==> src/design/ist_pkg.sv <==
package ist_pkg;

    localparam int FUNC_W  = 2;
    localparam int VALUE_W = 32;
    localparam int COUNT_W = 7;

    localparam logic [FUNC_W-1:0] FN_ADD    = 2'd0;
    localparam logic [FUNC_W-1:0] FN_REMOVE = 2'd1;
    localparam logic [FUNC_W-1:0] FN_LOOKUP = 2'd2;

    typedef enum logic [1:0] {
        ST_IDLE,
        ST_SCAN,
        ST_SHIFT,
        ST_DONE
    } t_ist_state;

    typedef struct packed {
        logic               was_present;
        logic [COUNT_W-1:0] count;
        logic               dropped;
    } t_ist_result;

endpackage

==> src/design/integer_set_table.sv <==
// Channel | Valid   | Ready   | Payload
// input   | i_valid | o_ready | i_func, i_value
// result  | o_valid | i_ready | o_was_present, o_count, o_dropped
//
// One item at a time. With N values held and a match at position p (from 0):
// accept, scan entries 0..p on a hit or all N on a miss, on remove shift the
// N-p-1 entries after p down one place, then register the result for output.
// The single read/write port pair of the value memory sets the scan and shift pace.
// Synchronous active-low reset empties the set; no clearing pass is needed.
// A held result does not block the next item; a new result then waits for i_ready.
module integer_set_table #(
    parameter int CAPACITY = 64
) (
    input  logic                               i_clk,
    input  logic                               i_rst_n,
    input  logic                               i_valid,
    output logic                               o_ready,
    input  logic [ist_pkg::FUNC_W-1:0]         i_func,
    input  logic signed [ist_pkg::VALUE_W-1:0] i_value,
    output logic                               o_valid,
    input  logic                               i_ready,
    output logic                               o_was_present,
    output logic [ist_pkg::COUNT_W-1:0]        o_count,
    output logic                               o_dropped
);

    import ist_pkg::*;

    localparam int AW = $clog2(CAPACITY);

    logic               ram_we;
    logic [AW-1:0]      ram_waddr;
    logic [VALUE_W-1:0] ram_wdata;
    logic               ram_re;
    logic [AW-1:0]      ram_raddr;
    logic [VALUE_W-1:0] ram_rdata;
    logic               res_valid;
    logic               res_ack;
    t_ist_result        res;
    logic               r_out_valid;
    t_ist_result        r_out;

    ist_ram #(
        .WIDTH (VALUE_W),
        .DEPTH (CAPACITY)
    ) u_ram (
        .i_clk   (i_clk),
        .i_we    (ram_we),
        .i_waddr (ram_waddr),
        .i_wdata (ram_wdata),
        .i_re    (ram_re),
        .i_raddr (ram_raddr),
        .o_rdata (ram_rdata)
    );

    ist_seq #(
        .CAPACITY (CAPACITY)
    ) u_seq (
        .i_clk       (i_clk),
        .i_rst_n     (i_rst_n),
        .i_valid     (i_valid),
        .o_ready     (o_ready),
        .i_func      (i_func),
        .i_value     (i_value),
        .o_res_valid (res_valid),
        .i_res_ack   (res_ack),
        .o_res       (res),
        .o_ram_we    (ram_we),
        .o_ram_waddr (ram_waddr),
        .o_ram_wdata (ram_wdata),
        .o_ram_re    (ram_re),
        .o_ram_raddr (ram_raddr),
        .i_ram_rdata (ram_rdata)
    );

    assign res_ack = res_valid && (!r_out_valid || i_ready);

    always_ff @(posedge i_clk) begin
        if (!i_rst_n) begin
            r_out_valid <= 1'b0;
        end else if (res_ack) begin
            r_out_valid <= 1'b1;
        end else if (i_ready) begin
            r_out_valid <= 1'b0;
        end
    end

    always_ff @(posedge i_clk) begin
        if (res_ack) begin
            r_out <= res;
        end
    end

    assign o_valid       = r_out_valid;
    assign o_was_present = r_out.was_present;
    assign o_count       = r_out.count;
    assign o_dropped     = r_out.dropped;

endmodule

==> src/design/ist_ram.sv <==
module ist_ram #(
    parameter int WIDTH = 32,
    parameter int DEPTH = 64
) (
    input  logic                     i_clk,
    input  logic                     i_we,
    input  logic [$clog2(DEPTH)-1:0] i_waddr,
    input  logic [WIDTH-1:0]         i_wdata,
    input  logic                     i_re,
    input  logic [$clog2(DEPTH)-1:0] i_raddr,
    output logic [WIDTH-1:0]         o_rdata
);

    logic [WIDTH-1:0] r_mem [DEPTH];
    logic [WIDTH-1:0] r_rdata;

    always_ff @(posedge i_clk) begin
        if (i_we) begin
            r_mem[i_waddr] <= i_wdata;
        end
        if (i_re) begin
            r_rdata <= r_mem[i_raddr];
        end
    end

    assign o_rdata = r_rdata;

endmodule

==> src/design/ist_seq.sv <==
module ist_seq #(
    parameter int CAPACITY = 64
) (
    input  logic                                 i_clk,
    input  logic                                 i_rst_n,
    input  logic                                 i_valid,
    output logic                                 o_ready,
    input  logic [ist_pkg::FUNC_W-1:0]           i_func,
    input  logic signed [ist_pkg::VALUE_W-1:0]   i_value,
    output logic                                 o_res_valid,
    input  logic                                 i_res_ack,
    output ist_pkg::t_ist_result                 o_res,
    output logic                                 o_ram_we,
    output logic [$clog2(CAPACITY)-1:0]          o_ram_waddr,
    output logic [ist_pkg::VALUE_W-1:0]          o_ram_wdata,
    output logic                                 o_ram_re,
    output logic [$clog2(CAPACITY)-1:0]          o_ram_raddr,
    input  logic [ist_pkg::VALUE_W-1:0]          i_ram_rdata
);

    import ist_pkg::*;

    localparam int AW = $clog2(CAPACITY);
    localparam int CW = $clog2(CAPACITY + 1);
    localparam logic [CW-1:0] CAP = CW'(CAPACITY);

    t_ist_state         r_state, n_state;
    logic [FUNC_W-1:0]  r_func;
    logic [VALUE_W-1:0] r_value;
    logic [CW-1:0]      r_count, n_count;
    logic [CW-1:0]      r_ptr, n_ptr;
    logic               r_pend, n_pend;
    logic [AW-1:0]      r_chk, n_chk;
    logic               r_present, n_present;
    logic               r_dropped, n_dropped;
    logic               hit;

    assign hit = r_pend && (i_ram_rdata == r_value);

    always_ff @(posedge i_clk) begin
        if (!i_rst_n) begin
            r_state <= ST_IDLE;
            r_count <= '0;
            r_pend  <= 1'b0;
        end else begin
            r_state <= n_state;
            r_count <= n_count;
            r_pend  <= n_pend;
        end
    end

    always_ff @(posedge i_clk) begin
        if (r_state == ST_IDLE && i_valid) begin
            r_func  <= i_func;
            r_value <= $unsigned(i_value);
        end
        r_ptr     <= n_ptr;
        r_chk     <= n_chk;
        r_present <= n_present;
        r_dropped <= n_dropped;
    end

    always_comb begin
        n_state     = r_state;
        n_count     = r_count;
        n_ptr       = r_ptr;
        n_pend      = r_pend;
        n_chk       = r_chk;
        n_present   = r_present;
        n_dropped   = r_dropped;
        o_ready     = 1'b0;
        o_res_valid = 1'b0;
        o_ram_we    = 1'b0;
        o_ram_waddr = '0;
        o_ram_wdata = r_value;
        o_ram_re    = 1'b0;
        o_ram_raddr = r_ptr[AW-1:0];

        unique case (r_state)
            ST_IDLE: begin
                o_ready = 1'b1;
                if (i_valid) begin
                    n_ptr     = '0;
                    n_pend    = 1'b0;
                    n_present = 1'b0;
                    n_dropped = 1'b0;
                    n_state   = ST_SCAN;
                end
            end
            ST_SCAN: begin
                if (hit || r_ptr == r_count) begin
                    n_present = hit;
                    n_pend    = 1'b0;
                    n_state   = ST_DONE;
                    if (r_func == FN_ADD && !hit) begin
                        if (r_count < CAP) begin
                            o_ram_we    = 1'b1;
                            o_ram_waddr = r_count[AW-1:0];
                            n_count     = r_count + CW'(1);
                        end else begin
                            n_dropped = 1'b1;
                        end
                    end else if (r_func == FN_REMOVE && hit) begin
                        n_ptr   = CW'(r_chk) + CW'(1);
                        n_state = ST_SHIFT;
                    end
                end else begin
                    o_ram_re = 1'b1;
                    n_pend   = 1'b1;
                    n_chk    = r_ptr[AW-1:0];
                    n_ptr    = r_ptr + CW'(1);
                end
            end
            ST_SHIFT: begin
                // read runs one entry ahead of the write that closes the gap
                if (r_pend) begin
                    o_ram_we    = 1'b1;
                    o_ram_waddr = r_chk - AW'(1);
                    o_ram_wdata = i_ram_rdata;
                end
                if (r_ptr < r_count) begin
                    o_ram_re = 1'b1;
                    n_pend   = 1'b1;
                    n_chk    = r_ptr[AW-1:0];
                    n_ptr    = r_ptr + CW'(1);
                end else begin
                    n_pend  = 1'b0;
                    n_count = r_count - CW'(1);
                    n_state = ST_DONE;
                end
            end
            ST_DONE: begin
                o_res_valid = 1'b1;
                if (i_res_ack) begin
                    n_state = ST_IDLE;
                end
            end
            default: begin
                n_state = ST_IDLE;
            end
        endcase
    end

    assign o_res.was_present = r_present;
    assign o_res.count       = COUNT_W'(r_count);
    assign o_res.dropped     = r_dropped;

    a_count_bound: assert property (@(posedge i_clk) disable iff (!i_rst_n)
        r_count <= CAP)
        else $error("entry count above capacity");

    a_write_state: assert property (@(posedge i_clk) disable iff (!i_rst_n)
        o_ram_we |-> (r_state == ST_SCAN || r_state == ST_SHIFT))
        else $error("memory write outside scan or shift");

    a_shift_order: assert property (@(posedge i_clk) disable iff (!i_rst_n)
        (o_ram_we && o_ram_re) |-> (o_ram_waddr < o_ram_raddr))
        else $error("shift write overtook read");

    a_drop_full: assert property (@(posedge i_clk) disable iff (!i_rst_n)
        (r_state == ST_DONE && r_dropped) |-> (r_count == CAP && !r_present))
        else $error("drop flagged with room left");

    a_idle_count: assert property (@(posedge i_clk) disable iff (!i_rst_n)
        (r_state == ST_IDLE || r_state == ST_DONE) |=> $stable(r_count))
        else $error("count changed while not working");

endmodule

==> config.mk <==
export PLATFORM = sky130hd
export DESIGN_NAME = integer_set_table
export DESIGN_NICKNAME = d
export VERILOG_FILES = /design/src/design/ist_pkg.sv /design/src/design/integer_set_table.sv /design/src/design/ist_ram.sv /design/src/design/ist_seq.sv
export SDC_FILE = /design/constraint.sdc
export NUM_CORES = 2
export LEC_CHECK = 0
export BUFFER_PORTS_ARGS = -buffer_cell sky130_fd_sc_hd__buf_2
export CORE_MARGIN = 10
export CORE_UTILIZATION = 35
export DETAILED_ROUTE_END_ITERATION = 8
export PLACE_DENSITY = 0.57
export SYNTH_ARGS = -nofsm -noshare
export SYNTH_HDL_FRONTEND = slang
export SYNTH_HIERARCHICAL = 1
export SYNTH_SLANG_ARGS = --single-unit
==> constraint.sdc <==
create_clock -name i_clk -period 6.62 [get_ports i_clk]
set_input_delay 0.662 -clock i_clk [delete_from_list [all_inputs] [get_ports i_clk]]
set_output_delay 0.662 -clock i_clk [all_outputs]
set_load 0.02 [all_outputs]
Word level (Yosys, flattened, before mapping)
Memory sizes are Yosys's and may differ from the RTL's. A register that Yosys moved wholly into a read port is not among the register bits.
Cells that the tools add are included.

storage, ports and cells
  register bits = 69
  memory bits (writable) = 2048
  bits of input ports = 38
  output and inout bits = 11
  logic and storage cells = 110
  memories kept = 1

memory list
  name         words  bits a word  rd ports  clocked after Yosys merged registers in  write ports  RTL line       source
  u_ram.r_mem  64     32           1         1                                        1            ist_ram.sv:14  logic [WIDTH-1:0] r_mem [DEPTH];

cells by class
  add/subtract/negate cells = 5
  $lt $le $gt $ge = 2
  eq/ne operators = 17
  multiplexer cells = 50
  reductions and logical operators = 22

operators by type and width
  cell                 count
  $mux 32              2
  $mux 7               9
  $mux 6               6
  $eq 32x32->1         1
  $pmux 6 s2           2
  $pmux 7 s3           1
  $mux 1               18
  $reduce_and 5->1     3
  $add 7x1->7 const B  2
  $pmux 7 s2           1
  $mux 2               5
  $ne 2x2->1 const B   5
  $ne 2x1->1 const B   4
  $pmux 1 s2           4
  $pmux 2 s4           1
  $add 6x1->7 const B  1
  $eq 7x7->1           1
  $lt 7x7->1           1
  $lt 7x7->1 const B   1
  $sub 7x1->7 const B  1
  $ne 3x3->1 const B   2
  $reduce_and 3->1     2
  $reduce_bool 2->1    3
  $sub 6x1->6 const B  1
  other kinds (10)     19

Depth between registers and ports, before layout
  word-level depth = 9
  depth in mapped cells = 11
  gate-level depth less buffers = 11

Hierarchy
Netlist, hierarchy kept.

by module, submodules not included
  module             instances  cells an instance  area each (um^2)  sequential area each (um^2)
  ist_ram            1          3324               78835.6           62459.9
  ist_seq            1          404                3772.4            1671.6
  integer_set_table  1          13                 317.8             290.3

Least setup slack after synthesis
OpenSTA, ideal clock, no wires.

  path kind = register to register
  start point = register u_ram.r_rdata[26] (netlist: u_ram/o_rdata[26]), read port of u_ram.r_mem
  end point = memory u_ram.r_mem[48][0], enable pin
  setup time = 461 ps
  arrival time = 4603 ps
  required time = 6159 ps
  slack = 1556 ps
  cell stages (with the launch flop) = 12
  path buffers = 1
  clock period less this slack = 5064 ps
  cells stage by stage = edfxtp_1 xor2_1 nor4_1 nand4_1 nor4_4 nor3_1 a22oi_1 nor2_1 clkbuf_1 nor2b_1 nand4b_1 nor3_1

on the way
  elaborated cells between the ends (all ways) = 13
  classes of those cells = eq/ne: 1; mux: 8; reduce/logical: 4

RTL lines
  item                    RTL line                 source
  from (decl)             ist_ram.sv:15            logic [WIDTH-1:0] r_rdata;
  $eq 32x32->1 (*)        ist_seq.sv:38            assign hit = r_pend && (i_ram_rdata == r_value);
  $logic_and 1x1->1 (*)   ist_seq.sv:38
  $logic_not 1->1         ist_seq.sv:95            if (r_func == FN_ADD && !hit) begin
  $logic_and 1x1->1       ist_seq.sv:95
  $mux 6                  ist_seq.sv:95
  $mux 6 (*)              ist_seq.sv:91            if (hit || r_ptr == r_count) begin
  $pmux 6 s2 (*)          ist_seq.sv:79            unique case (r_state)
  named net ram_waddr[3]  integer_set_table.sv:32  logic [AW-1:0] ram_waddr;
  to (decl)               ist_ram.sv:14

Mark *: on every way through the listed nets, which the timed path passes. The rest lies on a longest branch.

Final worst setup path
  start point = register u_ram.r_rdata[16] (netlist: u_ram/o_rdata[16]), read port of u_ram.r_mem
  end point = memory u_ram.r_mem[41][10], enable pin

The elaborated chain is that of the path after synthesis.

==> results.sh <==
export IMPL_path_cells="xor2_1 -> nor4_1 -> nand4_1 -> nor4_4 -> nor3_1 -> a22oi_1 -> nor2_1 -> nor2_1 -> nand3_1 -> nor2_4 -> buf_12"
export IMPL_synth_compound_area_share_pct=1.94
export IMPL_power_frac_seq_pct=42.8
export IMPL_peakVddDrop_mv=0.401
export IMPL_clk_latency_ns=0.85
export IMPL_cts_tree="done"
export IMPL_grt_max_degree=97
export IMPL_ys_ff_latch=2149
export IMPL_hold_buffers=5
export IMPL_die_area_mm2=0.257
export IMPL_std_cell_rows=178
export IMPL_worstPathArrival_ns=5.98
export IMPL_cts_made_buffers=206
export IMPL_maxCapViolations=0
export IMPL_synthArstFlopShare_pct=0
export IMPL_nFillCells=20600
export IMPL_pwr_share_clk_pct=29.7
export IMPL_grt_pass1_wl_mm=302
export IMPL_core_area_mm2=0.235
export IMPL_fin_skew_ns=0.0411
export IMPL_synth_mux_area_share_pct=16.0
export IMPL_synth_edff_count=2138
export IMPL_synth_top_family_by_area="multiplexers"
export IMPL_setup_viol=0
export IMPL_vias=39200
export IMPL_areaGrowthSynthToFinish_pct=14.1
export IMPL_wl_per_cell_um=28.9
export IMPL_die_x_um=507
export IMPL_portBuffers=48
export IMPL_p_int_mw=26.4
export IMPL_nets=4022
export IMPL_dr_first_iter_drc_count=4538
export IMPL_synth_most_common_cell="edfxtp_1"
export IMPL_synth_nets=3800
export IMPL_yosysSeqAreaShare_pct=77.7
export IMPL_cts_buffer_depth=3
export IMPL_yosysTopAreaCell="edfxtp_1"
export IMPL_yosys_top_cells_count="edfxtp_1, mux4_2, nor2_1"
export IMPL_postCtsSetupRepairBufs=0
export IMPL_ys_flop_type="edfxtp_1"
export IMPL_worst_setup_path_end_kind="flip-flop"
export IMPL_drc=0
export IMPL_grt_pass1_vias=39500
export IMPL_gp_congestion=0.831
export IMPL_grt_ovfl_total=0
export IMPL_hold_viol=0
export IMPL_cts_repair_resized=0
export IMPL_slowest_stage="nor2_4"
export IMPL_hp_class="in -> reg"
export IMPL_cts_root_buf="clkbuf_16"
export IMPL_path_max_fanout=20
export IMPL_crit_top_cell="nor2_1"
export IMPL_tightest_slew_ns=1.27
export IMPL_fmax_mhz=183
export IMPL_p_total_mw=38.1
export IMPL_hpwlAfterDp_mm=123
export IMPL_synth_top_cell_area_share_pct=77.4
export IMPL_vias_per_cell=5.38
export IMPL_synth_distinct_cells=60
export IMPL_synthTopCellsByArea="edfxtp_1, mux4_2, mux2i_1"
export IMPL_fin_tns_setup_ns=0
export IMPL_wirelength_mm=211
export IMPL_grt_total_usage_pct=16.0
export IMPL_cp_num_buf_inv=1
export IMPL_final_period_utilization_pct=82.5
export IMPL_drive_above_1_share_pct=27.8
export IMPL_firstDrtPassIters=6
export IMPL_powerDensity_mw_per_mm2=402
export IMPL_switching_share_pct=30.7
export IMPL_clk_pin_slew_ns=0.06
export IMPL_rsz0062_at_grt="no"
export IMPL_crit_family="simple AND/OR/NAND/NOR gates"
export IMPL_p_switching_mw=11.7
export IMPL_crit_path_max_incr_delay_ns=0.85
export IMPL_synth_warnings=6
export IMPL_path_class="reg -> reg"
export IMPL_ant_nets=0
export IMPL_antenna_found_initial=10
export IMPL_netlist_area_mm2=0.0829
export IMPL_period_needed_ns=5.46
export IMPL_die_y_um=507
export IMPL_initial_core_util_pct=35.2
export IMPL_leakage_nw=28.8
export IMPL_maxSlewViolCount=0
export IMPL_status="complete, no violations"
export IMPL_comb_power_share_pct=27.5
export IMPL_synthAdderAreaFrac_pct=0.326
export IMPL_slew_headroom_pct=15.2
export IMPL_synth_area_per_cell_um2=22.2
export IMPL_synthSimpleGateAreaFrac_pct=2.27
export IMPL_cts_sinks=2149
export IMPL_crit_required_ns=7.14
export IMPL_postSynthCellCount=3741
export IMPL_synth_xor_area_share_pct=0.518
export IMPL_htreeDepth=4
export IMPL_ioPinCount=49
export IMPL_start_kind="flip-flop"
==> cell usage in the layout (no fill, tap or decap), drive strengths merged, types with 14 or more instances in the layout <==
master,synthesis,final
ha,20,20
clkinv,0,94
buf,118,212
clkbuf,84,249
inv,19,27
mux2i,99,99
a22oi,17,17
o221ai,27,27
nor2b,25,25
o22ai,85,85
nand2,134,134
a21oi,71,71
nor2,158,158
xor2,34,34
edfxtp,2138,2138
nor3,14,14
mux4,544,544
xnor2,15,15
==> worst reg2reg max path, cell delays in order, from the launching register on <==
cell      delay [ns]
edfxtp_1        0.41
xor2_1          0.18
nor4_1          0.61
nand4_1         0.42
nor4_4          0.69
nor3_1          0.28
a22oi_1         0.25
nor2_1          0.20
nor2_1          0.23
nand3_1         0.70
nor2_4          0.85
buf_12          0.29
==> final timing paths <==
path                     start                   to  slack (ns)  cells past startpoint
max          u_ram/o_rdata[16]  u_ram/r_mem[41][10]        1.16                     11
max reg2reg  u_ram/o_rdata[16]  u_ram/r_mem[41][10]        1.16                     11
min                 i_value[8]     u_seq/r_value[8]        0.09                      1
min reg2reg    u_seq/r_present        o_was_present        0.42                      0
==> cells by family (layout without fill, tap and decap cells) <==
kind of cell	count (synthesis)	count (layout)
flops	2149	2149
mux	643	643
simple gates	412	412
compound gates	245	245
buf+inv	222	607
xor+xnor	49	49
fa+ha+maj	21	21
other cells	0	5
==> through the flow <==
step | hold WS [ns] | setup WS (ns) | cells | cell area, um2 | util (%)
finish | 0.0889 | 1.16 | 7281 | 94600 | 40.2
global route | 0.0286 | 0.952 | 7277 | 94600 | 40.2
CTS | 0.0252 | 1.22 | 7276 | 94600 | 40.2
detailed placement | 0.405 | 1.25 | 6900 | 88200 | 37.4
global placement | 0.401 | 1.31 | 6900 | 88200 | 37.4
floorplan | 0.459 | 1.56 | 3741 | 82900 | -
==> state kept, by name, indices dropped and copies added (netlist names) <==
signal	flops
o_count	7
o_dropped	1
o_valid	1
o_was_present	1
u_ram/o_rdata	32
u_ram/r_mem	2048
u_seq/r_chk	6
u_seq/r_count	7
u_seq/r_dropped	1
u_seq/r_func	2
u_seq/r_pend	1
u_seq/r_present	1
u_seq/r_ptr	7
u_seq/r_state	2
u_seq/r_value	32
==> layer usage <==
| layer | track usage (%) | routed length (um) | vias to the layer above |
|---|---|---|---|
| met1 | 23.3 | 92000 | 21300 |
| met3 | 3.15 | 15100 | 261 |
| met5 | 0 | 13 | - |
| met2 | 25.2 | 99600 | 1421 |
| li1 | - | - | 16200 |
| met4 | 3.36 | 3920 | 2 |
==> area by class of cell <==
| type | instances | area [um2] | share of cell area [%] |
|---|---|---|---|
| Inverter | 19 | 71.3 | 0.0754 |
| Clock buffer | 249 | 5400 | 5.71 |
| Timing Repair Buffer | 217 | 1770 | 1.87 |
| Tap cell | 3150 | 3940 | 4.17 |
| Multi-Input combinational cell | 1370 | 18000 | 19.0 |
| Antenna cell | 5 | 12.5 | 0.0132 |
| Sequential cell | 2149 | 64400 | 68.1 |
| Clock inverter | 122 | 1000 | 1.06 |
==> power by group through the flow <==
stage	sequential, mW	clock (mW)	combinational, mW
floorplan	16.6	0	6.85
global placement	16.6	0	10.5
detailed placement	16.6	0	10.6
CTS	16.3	11.6	10.6
global route	16.3	12.1	11.1
finish	16.3	11.3	10.5
No activity file was read; power rests on OpenSTA's default activity.
